--- src/hdl/clock_page_replacement_unit_macros.svh ---
// Assertion helpers used by the datapath RTL.
`ifndef CLOCK_PAGE_REPLACEMENT_UNIT_MACROS_SVH
`define CLOCK_PAGE_REPLACEMENT_UNIT_MACROS_SVH

// Same-cycle implication, disabled during reset.
`define CRPU_ASSERT_NOW(label, clk, rst, ante, cons) \
  label: assert property (@(posedge clk) disable iff (rst) (ante) |-> (cons)) \
    else $error("crpu check failed");

// Next-cycle implication, disabled during reset.
`define CRPU_ASSERT_NEXT(label, clk, rst, ante, cons) \
  label: assert property (@(posedge clk) disable iff (rst) (ante) |=> (cons)) \
    else $error("crpu check failed");

`endif

--- src/hdl/crpu_pkg.sv ---
`timescale 1ns / 1ps
`default_nettype none
package crpu_pkg;

  localparam int FRAMES_DEF    = 16;
  localparam int PAGE_BITS_DEF = 16;

  // Fixed port widths
  localparam int PAGE_PORT_W = 16;
  localparam int SLOT_PORT_W = 4;
  localparam int COUNT_W     = 32;
  localparam int CFG_W       = 5;
  localparam int APB_ADDR_W  = 3;
  localparam int APB_DATA_W  = 32;

  localparam logic [CFG_W-1:0]   CFG_FRAMES_RESET = 5'd16;
  localparam logic [COUNT_W-1:0] COUNT_MAX        = '1;

  // Register index, taken from paddr[2]
  localparam logic REG_FRAMES_IN_USE = 1'b0;

  typedef enum logic [1:0] {
    ST_IDLE,
    ST_LOOKUP,
    ST_SWEEP,
    ST_RESULT
  } state_t;

  typedef struct packed {
    logic capture;
    logic lookup;
    logic sweep;
    logic load_out;
  } cmd_t;

  typedef struct packed {
    logic hit_found;
    logic place_now;
    logic out_free;
  } status_t;

endpackage
`default_nettype wire

--- src/hdl/crpu_ctrl.sv ---
`timescale 1ns / 1ps
`default_nettype none
module crpu_ctrl (
  input  wire logic             clk,
  input  wire logic             rst,
  input  wire logic             in_valid,
  output logic                  in_stall,
  input  wire crpu_pkg::status_t status,
  output crpu_pkg::cmd_t        cmd
);

  crpu_pkg::state_t state;
  crpu_pkg::state_t state_next;

  always_ff @(posedge clk) begin
    if (rst) begin
      state <= crpu_pkg::ST_IDLE;
    end else begin
      state <= state_next;
    end
  end

  always_comb begin
    state_next = state;
    unique case (state)
      crpu_pkg::ST_IDLE: begin
        if (in_valid) state_next = crpu_pkg::ST_LOOKUP;
      end
      crpu_pkg::ST_LOOKUP: begin
        if (status.hit_found) state_next = crpu_pkg::ST_RESULT;
        else                  state_next = crpu_pkg::ST_SWEEP;
      end
      crpu_pkg::ST_SWEEP: begin
        if (status.place_now) state_next = crpu_pkg::ST_RESULT;
      end
      crpu_pkg::ST_RESULT: begin
        if (status.out_free) state_next = crpu_pkg::ST_IDLE;
      end
      default: state_next = crpu_pkg::ST_IDLE;
    endcase
  end

  always_comb begin
    in_stall = 1'b1;
    cmd      = '0;
    unique case (state)
      crpu_pkg::ST_IDLE: begin
        in_stall    = 1'b0;
        cmd.capture = in_valid;
      end
      crpu_pkg::ST_LOOKUP: cmd.lookup   = 1'b1;
      crpu_pkg::ST_SWEEP:  cmd.sweep    = 1'b1;
      crpu_pkg::ST_RESULT: cmd.load_out = status.out_free;
      default: ;
    endcase
  end

endmodule
`default_nettype wire

--- src/hdl/crpu_datapath.sv ---
`timescale 1ns / 1ps
`default_nettype none
`include "clock_page_replacement_unit_macros.svh"
module crpu_datapath #(
  parameter int FRAMES    = crpu_pkg::FRAMES_DEF,
  parameter int PAGE_BITS = crpu_pkg::PAGE_BITS_DEF
) (
  input  wire logic                              clk,
  input  wire logic                              rst,
  input  wire crpu_pkg::cmd_t                    cmd,
  output crpu_pkg::status_t                      status,
  input  wire logic [crpu_pkg::CFG_W-1:0]        frames_in_use,
  input  wire logic [crpu_pkg::PAGE_PORT_W-1:0]  page_number,
  output logic                                   out_valid,
  input  wire logic                              out_stall,
  output logic                                   hit,
  output logic [crpu_pkg::SLOT_PORT_W-1:0]       frame_slot,
  output logic                                   evicted_valid,
  output logic [crpu_pkg::PAGE_PORT_W-1:0]       evicted_page,
  output logic [crpu_pkg::COUNT_W-1:0]           fault_count
);

  localparam int SLOT_W = (FRAMES > 1) ? $clog2(FRAMES) : 1;
  localparam int CNT_W  = $clog2(FRAMES + 1);

  logic [PAGE_BITS-1:0] frame_page [FRAMES];
  logic [FRAMES-1:0]    frame_valid;
  logic [FRAMES-1:0]    ref_bit;
  logic [SLOT_W-1:0]    hand;
  logic [crpu_pkg::COUNT_W-1:0] faults;

  logic [PAGE_BITS-1:0] page_q;
  logic                 res_hit;
  logic [SLOT_W-1:0]    res_slot;
  logic                 res_ev_valid;
  logic [PAGE_BITS-1:0] res_ev_page;

  logic [CNT_W-1:0]  n;
  logic [FRAMES-1:0] match;
  logic              hit_found;
  logic [SLOT_W-1:0] hit_idx;
  logic [CNT_W-1:0]  hand_ext;
  logic [CNT_W-1:0]  hand_inc;
  logic [SLOT_W-1:0] hand_step;
  logic              place_now;

  // Managed frame count: zero reads as one, clamp at the built count
  always_comb begin
    if (frames_in_use == '0) begin
      n = CNT_W'(1);
    end else if (32'(frames_in_use) > 32'(FRAMES)) begin
      n = CNT_W'(FRAMES);
    end else begin
      n = CNT_W'(frames_in_use);
    end
  end

  // Parallel lookup, lowest matching frame wins
  always_comb begin
    for (int i = 0; i < FRAMES; i++) begin
      match[i] = frame_valid[i] && (frame_page[i] == page_q) && (CNT_W'(i) < n);
    end
    hit_idx = '0;
    for (int i = FRAMES - 1; i >= 0; i--) begin
      if (match[i]) hit_idx = SLOT_W'(i);
    end
    hit_found = |match;
  end

  always_comb begin
    hand_ext  = CNT_W'(hand);
    hand_inc  = hand_ext + CNT_W'(1);
    hand_step = (hand_inc >= n) ? '0 : SLOT_W'(hand_inc);
    place_now = !(frame_valid[hand] && ref_bit[hand]);
  end

  assign status.hit_found = hit_found;
  assign status.place_now = place_now;
  assign status.out_free  = !out_valid || !out_stall;

  always_ff @(posedge clk) begin
    if (rst) begin
      frame_valid <= '0;
      ref_bit     <= '0;
      hand        <= '0;
      faults      <= '0;
      out_valid   <= 1'b0;
    end else begin
      if (cmd.lookup) begin
        if (hit_found) begin
          ref_bit[hit_idx] <= 1'b1;
        end else begin
          if (faults != crpu_pkg::COUNT_MAX) faults <= faults + 1'b1;
          if (hand_ext >= n) hand <= '0;
        end
      end
      if (cmd.sweep) begin
        hand <= hand_step;
        if (place_now) begin
          frame_valid[hand] <= 1'b1;
          ref_bit[hand]     <= 1'b1;
        end else begin
          ref_bit[hand] <= 1'b0;
        end
      end
      if (cmd.load_out) begin
        out_valid <= 1'b1;
      end else if (!out_stall) begin
        out_valid <= 1'b0;
      end
    end
  end

  // Payload registers
  always_ff @(posedge clk) begin
    if (cmd.capture) page_q <= PAGE_BITS'(page_number);
    if (cmd.lookup && hit_found) begin
      res_hit      <= 1'b1;
      res_slot     <= hit_idx;
      res_ev_valid <= 1'b0;
      res_ev_page  <= '0;
    end
    if (cmd.sweep && place_now) begin
      frame_page[hand] <= page_q;
      res_hit          <= 1'b0;
      res_slot         <= hand;
      res_ev_valid     <= frame_valid[hand];
      res_ev_page      <= frame_valid[hand] ? frame_page[hand] : '0;
    end
    if (cmd.load_out) begin
      hit           <= res_hit;
      frame_slot    <= crpu_pkg::SLOT_PORT_W'(res_slot);
      evicted_valid <= res_ev_valid;
      evicted_page  <= crpu_pkg::PAGE_PORT_W'(res_ev_page);
      fault_count   <= faults;
    end
  end

  `CRPU_ASSERT_NEXT(a_load_shows, clk, rst, cmd.load_out, out_valid)
  `CRPU_ASSERT_NEXT(a_fault_counts, clk, rst,
    cmd.lookup && !hit_found && faults != crpu_pkg::COUNT_MAX,
    faults == $past(faults) + 1'b1)
  `CRPU_ASSERT_NEXT(a_hand_in_range, clk, rst, cmd.lookup && !hit_found, CNT_W'(hand) < n)
  `CRPU_ASSERT_NEXT(a_place_slot, clk, rst, cmd.sweep && place_now,
    !res_hit && res_slot == $past(hand))

endmodule
`default_nettype wire

--- src/hdl/clock_page_replacement_unit.sv ---
`timescale 1ns / 1ps
`default_nettype none
// Channel  | Handshake          | Payload
// ---------+--------------------+---------------------------------------------------
// input    | in_valid/in_stall  | page_number
// output   | out_valid/out_stall| hit, frame_slot, evicted_valid, evicted_page,
//          |                    | fault_count
// config   | APB (psel/penable) | frames_in_use at address 0
//
// One reference at a time. A hit passes capture, parallel compare and load on its
// way to the result register. A miss passes capture, compare, a sweep in which the
// hand clears 0..n reference bits before it places the page, and load; the hand visits
// one frame per cycle. rst is synchronous and empties all frames, hand and fault count.
// A stalled result holds in the output register; the next reference is taken
// once the previous result has been loaded there.
module clock_page_replacement_unit #(
  parameter int FRAMES    = crpu_pkg::FRAMES_DEF,
  parameter int PAGE_BITS = crpu_pkg::PAGE_BITS_DEF
) (
  input  wire logic                                clk,
  input  wire logic                                rst,
  input  wire logic                                in_valid,
  output logic                                     in_stall,
  input  wire logic [crpu_pkg::PAGE_PORT_W-1:0]    page_number,
  output logic                                     out_valid,
  input  wire logic                                out_stall,
  output logic                                     hit,
  output logic [crpu_pkg::SLOT_PORT_W-1:0]         frame_slot,
  output logic                                     evicted_valid,
  output logic [crpu_pkg::PAGE_PORT_W-1:0]         evicted_page,
  output logic [crpu_pkg::COUNT_W-1:0]             fault_count,
  input  wire logic                                psel,
  input  wire logic                                penable,
  input  wire logic                                pwrite,
  input  wire logic [crpu_pkg::APB_ADDR_W-1:0]     paddr,
  input  wire logic [crpu_pkg::APB_DATA_W-1:0]     pwdata,
  output logic [crpu_pkg::APB_DATA_W-1:0]          prdata,
  output logic                                     pready
);

  logic [crpu_pkg::CFG_W-1:0] frames_in_use;
  crpu_pkg::cmd_t             cmd;
  crpu_pkg::status_t          status;

  assign pready = 1'b1;

  always_ff @(posedge clk) begin
    if (rst) begin
      frames_in_use <= crpu_pkg::CFG_FRAMES_RESET;
    end else if (psel && penable && pwrite && pready
                 && paddr[2] == crpu_pkg::REG_FRAMES_IN_USE) begin
      frames_in_use <= pwdata[crpu_pkg::CFG_W-1:0];
    end
  end

  always_comb begin
    prdata = '0;
    if (paddr[2] == crpu_pkg::REG_FRAMES_IN_USE) begin
      prdata = crpu_pkg::APB_DATA_W'(frames_in_use);
    end
  end

  crpu_ctrl u_ctrl (
    .clk      (clk),
    .rst      (rst),
    .in_valid (in_valid),
    .in_stall (in_stall),
    .status   (status),
    .cmd      (cmd)
  );

  crpu_datapath #(
    .FRAMES    (FRAMES),
    .PAGE_BITS (PAGE_BITS)
  ) u_datapath (
    .clk           (clk),
    .rst           (rst),
    .cmd           (cmd),
    .status        (status),
    .frames_in_use (frames_in_use),
    .page_number   (page_number),
    .out_valid     (out_valid),
    .out_stall     (out_stall),
    .hit           (hit),
    .frame_slot    (frame_slot),
    .evicted_valid (evicted_valid),
    .evicted_page  (evicted_page),
    .fault_count   (fault_count)
  );

endmodule
`default_nettype wire
--- config.mk ---
export PLATFORM = sky130hd
export DESIGN_NAME = clock_page_replacement_unit
export DESIGN_NICKNAME = d
export VERILOG_FILES = /design/src/hdl/crpu_pkg.sv /design/src/hdl/crpu_ctrl.sv /design/src/hdl/crpu_datapath.sv /design/src/hdl/clock_page_replacement_unit.sv
export VERILOG_INCLUDE_DIRS = /design/src /design/src/hdl
export SDC_FILE = /design/constraint.sdc
export NUM_CORES = 1
export LEC_CHECK = 0
export ABC_AREA = 1
export BUFFER_PORTS_ARGS = -buffer_cell sky130_fd_sc_hd__buf_4
export CAP_MARGIN = 15
export CORE_ASPECT_RATIO = 0.75
export CORE_MARGIN = 5
export CORE_UTILIZATION = 57
export CTS_CLUSTER_DIAMETER = 120
export DETAILED_ROUTE_END_ITERATION = 6
export GPL_ROUTABILITY_DRIVEN = 0
export PLACE_DENSITY = 0.76
export SYNTH_ARGS = -nofsm -noshare
export SYNTH_HDL_FRONTEND = slang
export SYNTH_SLANG_ARGS = --single-unit
export TNS_END_PERCENT = 5
--- constraint.sdc ---
create_clock -name clk -period 4.7 [get_ports clk]
set_input_delay 0.94 -clock clk [delete_from_list [all_inputs] [get_ports clk]]
set_output_delay 0.94 -clock clk [all_outputs]
set_load 0.01 [all_outputs]
; ---- Word-level counts from Yosys, hierarchy flattened
; Memory sizes are Yosys's and may differ from the RTL's. A register that Yosys moved wholly into a read port is not among the register bits.
; Index checks and enable logic that the tools add are counted.
; Widths: inputs -> output; s select.
[word_totals]
reg_bits = 168
mem_bits_rw = 256
inputBits = 58
memories = 1
[classes]
n_addsub = 2
magnitude_cmp = 23
eq_ne = 25
muxes = 60
n_bitwise = 8
reduce_logical = 54
[mem_list]
columns = name, depth, width, rd, rd_clocked_by_memory_dff, wr, line
row1 = u_datapath.frame_page, 16, 16, 17, 1, 1, crpu_datapath.sv:26  ; logic [PAGE_BITS-1:0] frame_page [FRAMES];
[ops]
columns = cell, count
row1 = $eq 16x16->1, 16
row2 = $mux 16, 8
row3 = $mux 4, 25
row4 = $or 16x16->16, 3
row5 = $logic_and 1x1->1, 40
row6 = $lt 4x5->1 const A, 8
row7 = $add 32x1->32 const B, 1
row8 = $ne 32x32->1 const B, 1
row9 = $lt 3x5->1 const A, 4
row10 = $and 16x16->16, 1
row11 = $mux 1, 16
row12 = $not 16->16, 1
row13 = $reduce_or 16->1, 1
row14 = $mux 5, 3
row15 = $lt 1x5->1 const A, 2
row16 = $lt 2x5->1 const A, 2
row17 = $lt 4x5->1 const B, 2
row18 = $reduce_and 3->1, 3
row19 = $bmux 1 s4, 2
row20 = $demux 1 s4, 2
row21 = $ge 4x1->1 const B, 2
row22 = $pmux 2 s4, 1
row23 = $mux 2, 3
row24 = $ne 2x1->1 const B, 3
row25 = 14 further kinds, 22

; ---- Logic depth before layout (Yosys ltp)
[depth]
depth_word = 32
mapped_depth = 28
depth_no_buf = 27

; ---- By module
; A second synthesis with hierarchy kept.
[hier_totals]
cells_unflattened = 2288
hier_area_um2 = 21428.1
[modules_own_cells]
columns = module, n_inst, cells_each, area_per_inst_um2
row1 = crpu_datapath, 1, 2178, 20703.6
row2 = clock_page_replacement_unit, 1, 76, 491.7
row3 = crpu_ctrl, 1, 34, 232.7

; ---- Worst setup path after synthesis
; No wires, ideal clock.
[synth_path]
path_kind = input -> register
startpoint = in out_stall
endpoint = reg u_datapath.evicted_page[0] in the netlist's numbering (enable)
setup_ns = 0.483
arrival_ns = 3.594
required_ns = 4.217
path_slack_ns = 0.622
cell_stages = 1
path_buffers = 0
path_cell_list = a21oi_1
[synth_via]
elab_chain_len = 3
[synth_rtl]
columns = element, line
row1 = "start, declared", clock_page_replacement_unit.sv:26  ; input wire logic out_stall,
row2 = $logic_not 1->1, crpu_datapath.sv:79  ; assign status.out_free = !out_valid || !out_stall;
row3 = $logic_or 1x1->1, crpu_datapath.sv:79
row4 = $mux 1, crpu_ctrl.sv:46  ; unique case (state)
row5 = "end signal, assigned", crpu_datapath.sv:134  ; evicted_page <= crpu_pkg::PAGE_PORT_W'(res_ev_page);
row6 = "end, declared", crpu_datapath.sv:19  ; output logic [crpu_pkg::PAGE_PORT_W-1:0] evicted_page,
; Every way passes these cells.
; A chain may end at the register's enable or synchronous reset.

; ---- Worst setup path after layout
[layout_path]
startpoint = reg u_datapath.page_q[11]
endpoint = reg u_datapath.faults[21] in the netlist's numbering
[layout_via]
elab_chain_len = 6
[layout_rtl]
columns = element, line
row1 = "start, declared", crpu_datapath.sv:32  ; logic [PAGE_BITS-1:0] page_q;
row2 = "start signal, assigned", crpu_datapath.sv:116  ; if (cmd.capture) page_q <= PAGE_BITS'(page_number);
row3 = $eq 16x16->1, crpu_datapath.sv:61  ; match[i] = frame_valid[i] && (frame_page[i] == page_q) && (CNT_W'(i) < n);
row4 = $logic_and 1x1->1 (2 in series), crpu_datapath.sv:61
row5 = $reduce_or 16->1 *, crpu_datapath.sv:67  ; hit_found = |match;
row6 = $not 1->1 (no source line) *, --
row7 = $reduce_and 3->1 (no source line) *, --
row8 = "end signal, assigned", crpu_datapath.sv:93  ; if (faults != crpu_pkg::COUNT_MAX) faults <= faults + 1'b1;
row9 = "end, declared", crpu_datapath.sv:30  ; logic [crpu_pkg::COUNT_W-1:0] faults;
; Every way passes the cells marked *; elsewhere a longest branch is shown, timed or not.

==> metrics.md <==
| Metric | Value |
|---|---|
| Synth Instances | `2395` |
| Detail Route Antenna Nets | `0` |
| Post-synthesis area per instance | `9.03 um2` |
| Worst-skew pair later-pin latency | `0.56 ns` |
| Largest area contributor in the netlist | `edfxtp_1` |
| Initial Utilization | `0.580` |
| Nets | `2544` |
| Die Y | `179 um` |
| Antenna Cells | `0` |
| Final Max Tran Viols | `0` |
| Yosys warns | `0` |
| DRT Pass-1 Iters | `7` |
| Layout cells sized above 1 | `0.102` |
| Die width | `235 um` |
| PwrDens | `455 nW/um2` |
| Mapped Area | `21600 um2` |
| Final min period | `4.17 ns` |
| Largest net degree at the start of global routing | `107` |
| Row Count | `61` |
| Full die area | `42000 um2` |
| RR Endpoint | `u_datapath.faults[21]` |
| Vias | `18.3k` |
| Top-area cell type share of the netlist area | `0.482` |
| Vias in the first global route | `16.6k` |
| # hold bufs at CTS | `0` |
| DR DRC count | `31` |
| Final hold violations | `0` |
| Peak Freq | `240 MHz` |
| RSZ-0062 raised after global routing | `false` |
| Multi-input gate area | `7740 um2` |
| Port bufs | `89` |
| Critical setup path kind | `flop to flop` |
| Synth top cells by count | `nand2_1, edfxtp_1, inv_1` |
| Critical Path AT | `4.61 ns` |
| Beginning of the critical path | `u_datapath.page_q[11]` |
| Skew final | `0.0139 ns` |
| Clk sink count | `428` |
| DP Wirelength | `46400 um` |
| Sequential share of the synthesized area | `0.557` |
| Yosys cell types | `54` |
| Synth top area cells | `edfxtp_1, nand2_1, dfxtp_1` |
| Maxcap violations | `0` |
| Leakage | `9.26 nW` |
| H-tree depth | `2` |
| Hold Crit Depth | `0` |
| Fill cells | `3023` |
| Worst VDD drop | `0.498 mV` |
| CTS buffer count | `42` |
| CTS tree | `yes` |
| Initial DRC count | `3247` |
| Maximum buffer depth of the clock tree | `3` |
| Post-CTS Resized | `0` |
| Setup Buffers After CTS | `0` |
| R2r worst-path depth | `16` |
| Total track usage | `0.310` |
| Crit Path Max Fanout | `18` |
| Worst Hold End | `u_datapath.frame_slot[0]` |
| Final period util | `0.888` |
| Initial antenna violation count | `1` |
| Area Growth Syn to Fin | `10.5%` |
| Detailed Route WL | `67600 um` |
| R2R Setup Slk | `0.53 ns` |
| Setup TNS | `0 ns` |
| Outcome | `finished, violations left` |
| Register cell area after layout | `12000 um2` |
| Req. time, crit path | `5.14 ns` |
| Post-DR vias/cell | `6.10` |
| Async set or reset register ratio after synthesis | `0` |
| Overall Power | `0.0109 W` |
| Worst Hold Launch | `u_datapath.res_slot[0]` |
| Yosys reg bits | `428` |
| CP startpoint kind | `flop` |
| Number of enable flip-flop cells after synthesis | `347` |
| CTS root buffer | `clkbuf_16` |
| Global-route wire length before repair | `99600 um` |
| Most numerous cell in the Yosys netlist | `nand2_1` |
| Failing checks | `design-rule violations` |
| Endpoints failing setup | `0` |
| Total grt overflow | `0` |
| Core ar. | `37200 um2` |
| CP Capture Type | `flop` |
| Worst r2r src | `u_datapath.page_q[11]` |
| Hold WC Path Type | `flop to flop` |
| WL/cell | `22.5 um` |
| Least-Margin Pin Slew | `1.11 ns` |
| Max_slew headroom | `0.257` |
| Primary FF master, synth | `edfxtp_1` |
| Clock transition at the registers of the reported paths | `0.06 ns` |
| I/O Pins | `147` |
==> sequential cells by signal, indices dropped and copies added (netlist names), named ones only <==
name                      flops
u_datapath.frame_page       256
u_datapath.faults            32
u_datapath.res_ev_valid       1
u_ctrl.state                  2
frames_in_use                 5
u_datapath.hit                1
u_datapath.res_slot           4
u_datapath.frame_slot         4
u_datapath.res_hit            1
u_datapath.res_ev_page       16
u_datapath.hand               4
u_datapath.ref_bit           16
u_datapath.frame_valid       16
u_datapath.evicted_page      16
u_datapath.page_q            16
u_datapath.out_valid          1
u_datapath.fault_count       32
u_datapath.evicted_valid      1
==> final cells by class <==
cell class / count / area share
flip-flops and latches: 428 / 0.504
inverters: 296 / 0.0466
repair buffers: 139 / 0.0442
clock inverters: 10 / 0.00325
well taps: 504 / 0.0264
multi-input cells: 1560 / 0.324
clock buffers: 65 / 0.0511
==> critical path, cell delays in order, from the launching register on <==
cell      delay [ns]
edfxtp_1        0.39
inv_1           0.82
nand2_1         0.15
nand4_1         0.16
nor2_1          0.06
nand3_1         0.08
nor2_1          0.07
nor2_2          0.22
nand2_1         0.19
nor2_2          0.38
nand4_2         0.25
nor2_4          0.18
nand4_2         0.18
nor3_1          0.39
nand4_1         0.23
o21ai_0         0.22
nor2_1          0.07
==> cell usage in the layout (no fill, tap or decap), drive strengths merged, types with 2 or more instances in the layout <==
master,Yosys,routed
o221ai,3,3
edfxtp,347,347
a211oi,5,5
buf,78,139
nor3,35,35
o21a,8,8
a21boi,2,2
or2,9,9
conb,2,28
nand4,33,33
a31o,3,3
inv,293,294
nor2,232,232
o211ai,39,39
clkinv,3,10
ha,19,19
xor2,42,42
nand3,119,119
clkbuf,59,65
o21ai,251,251
nand2,468,468
xnor2,17,17
a21oi,210,210
o22ai,26,26
and3,2,2
dfxtp,81,81
==> per-layer routing <==
layer,vias up,wire [um],share of wire,global-route usage
met5,-,49,0.00073,0
met4,2,2650,0.039,0.114
met3,189,11100,0.16,0.0971
met2,1464,28200,0.42,0.448
met1,8506,25600,0.38,0.443
li1,8162,-,-,-
==> per-stage QoR <==
stage	instance area, um2	utilization	worst slack (ns)	hold WS, ns	cells
floorplan	21700	-	0.622	0.400	2421
global placement	22600	0.606	0.857	0.403	2926
detailed placement	22600	0.606	0.768	0.406	2926
CTS	23900	0.641	0.745	0.418	3001
global route	23900	0.641	0.357	0.429	3002
finish	23900	0.641	0.528	0.421	3002
==> cells by family (layout without fill, tap and decap cells) <==
family / after synthesis / in the layout / synth area share
AOI/OAI and AO/OA: 551 / 551 / 0.138
xor gates and xnor gates: 59 / 59 / 0.0239
and+or+nand+nor: 903 / 903 / 0.179
adders and majority gates: 19 / 19 / 0.0110
DFF: 428 / 428 / 0.557
other: 2 / 28 / 0.000347
buffers and inverters: 433 / 510 / 0.0908
==> power by group <==
part	internal [W]	switching (W)
logic	0.000731	0.00212
clock network	0.00184	0.00144
registers	0.00453	0.000207
total	0.00710	0.00376
==> worst max path at each step <==
stage / endpoint / depth (start not counted)
floorplan: u_datapath.evicted_page[0] / 1
global placement: u_datapath.frame_page[6][0] / 11
detailed placement: u_datapath.frame_page[6][0] / 11
CTS: u_datapath.faults[21] / 16
global route: u_datapath.faults[21] / 16
finish: u_datapath.faults[21] / 16
Power figures use the tool's default switching activity.
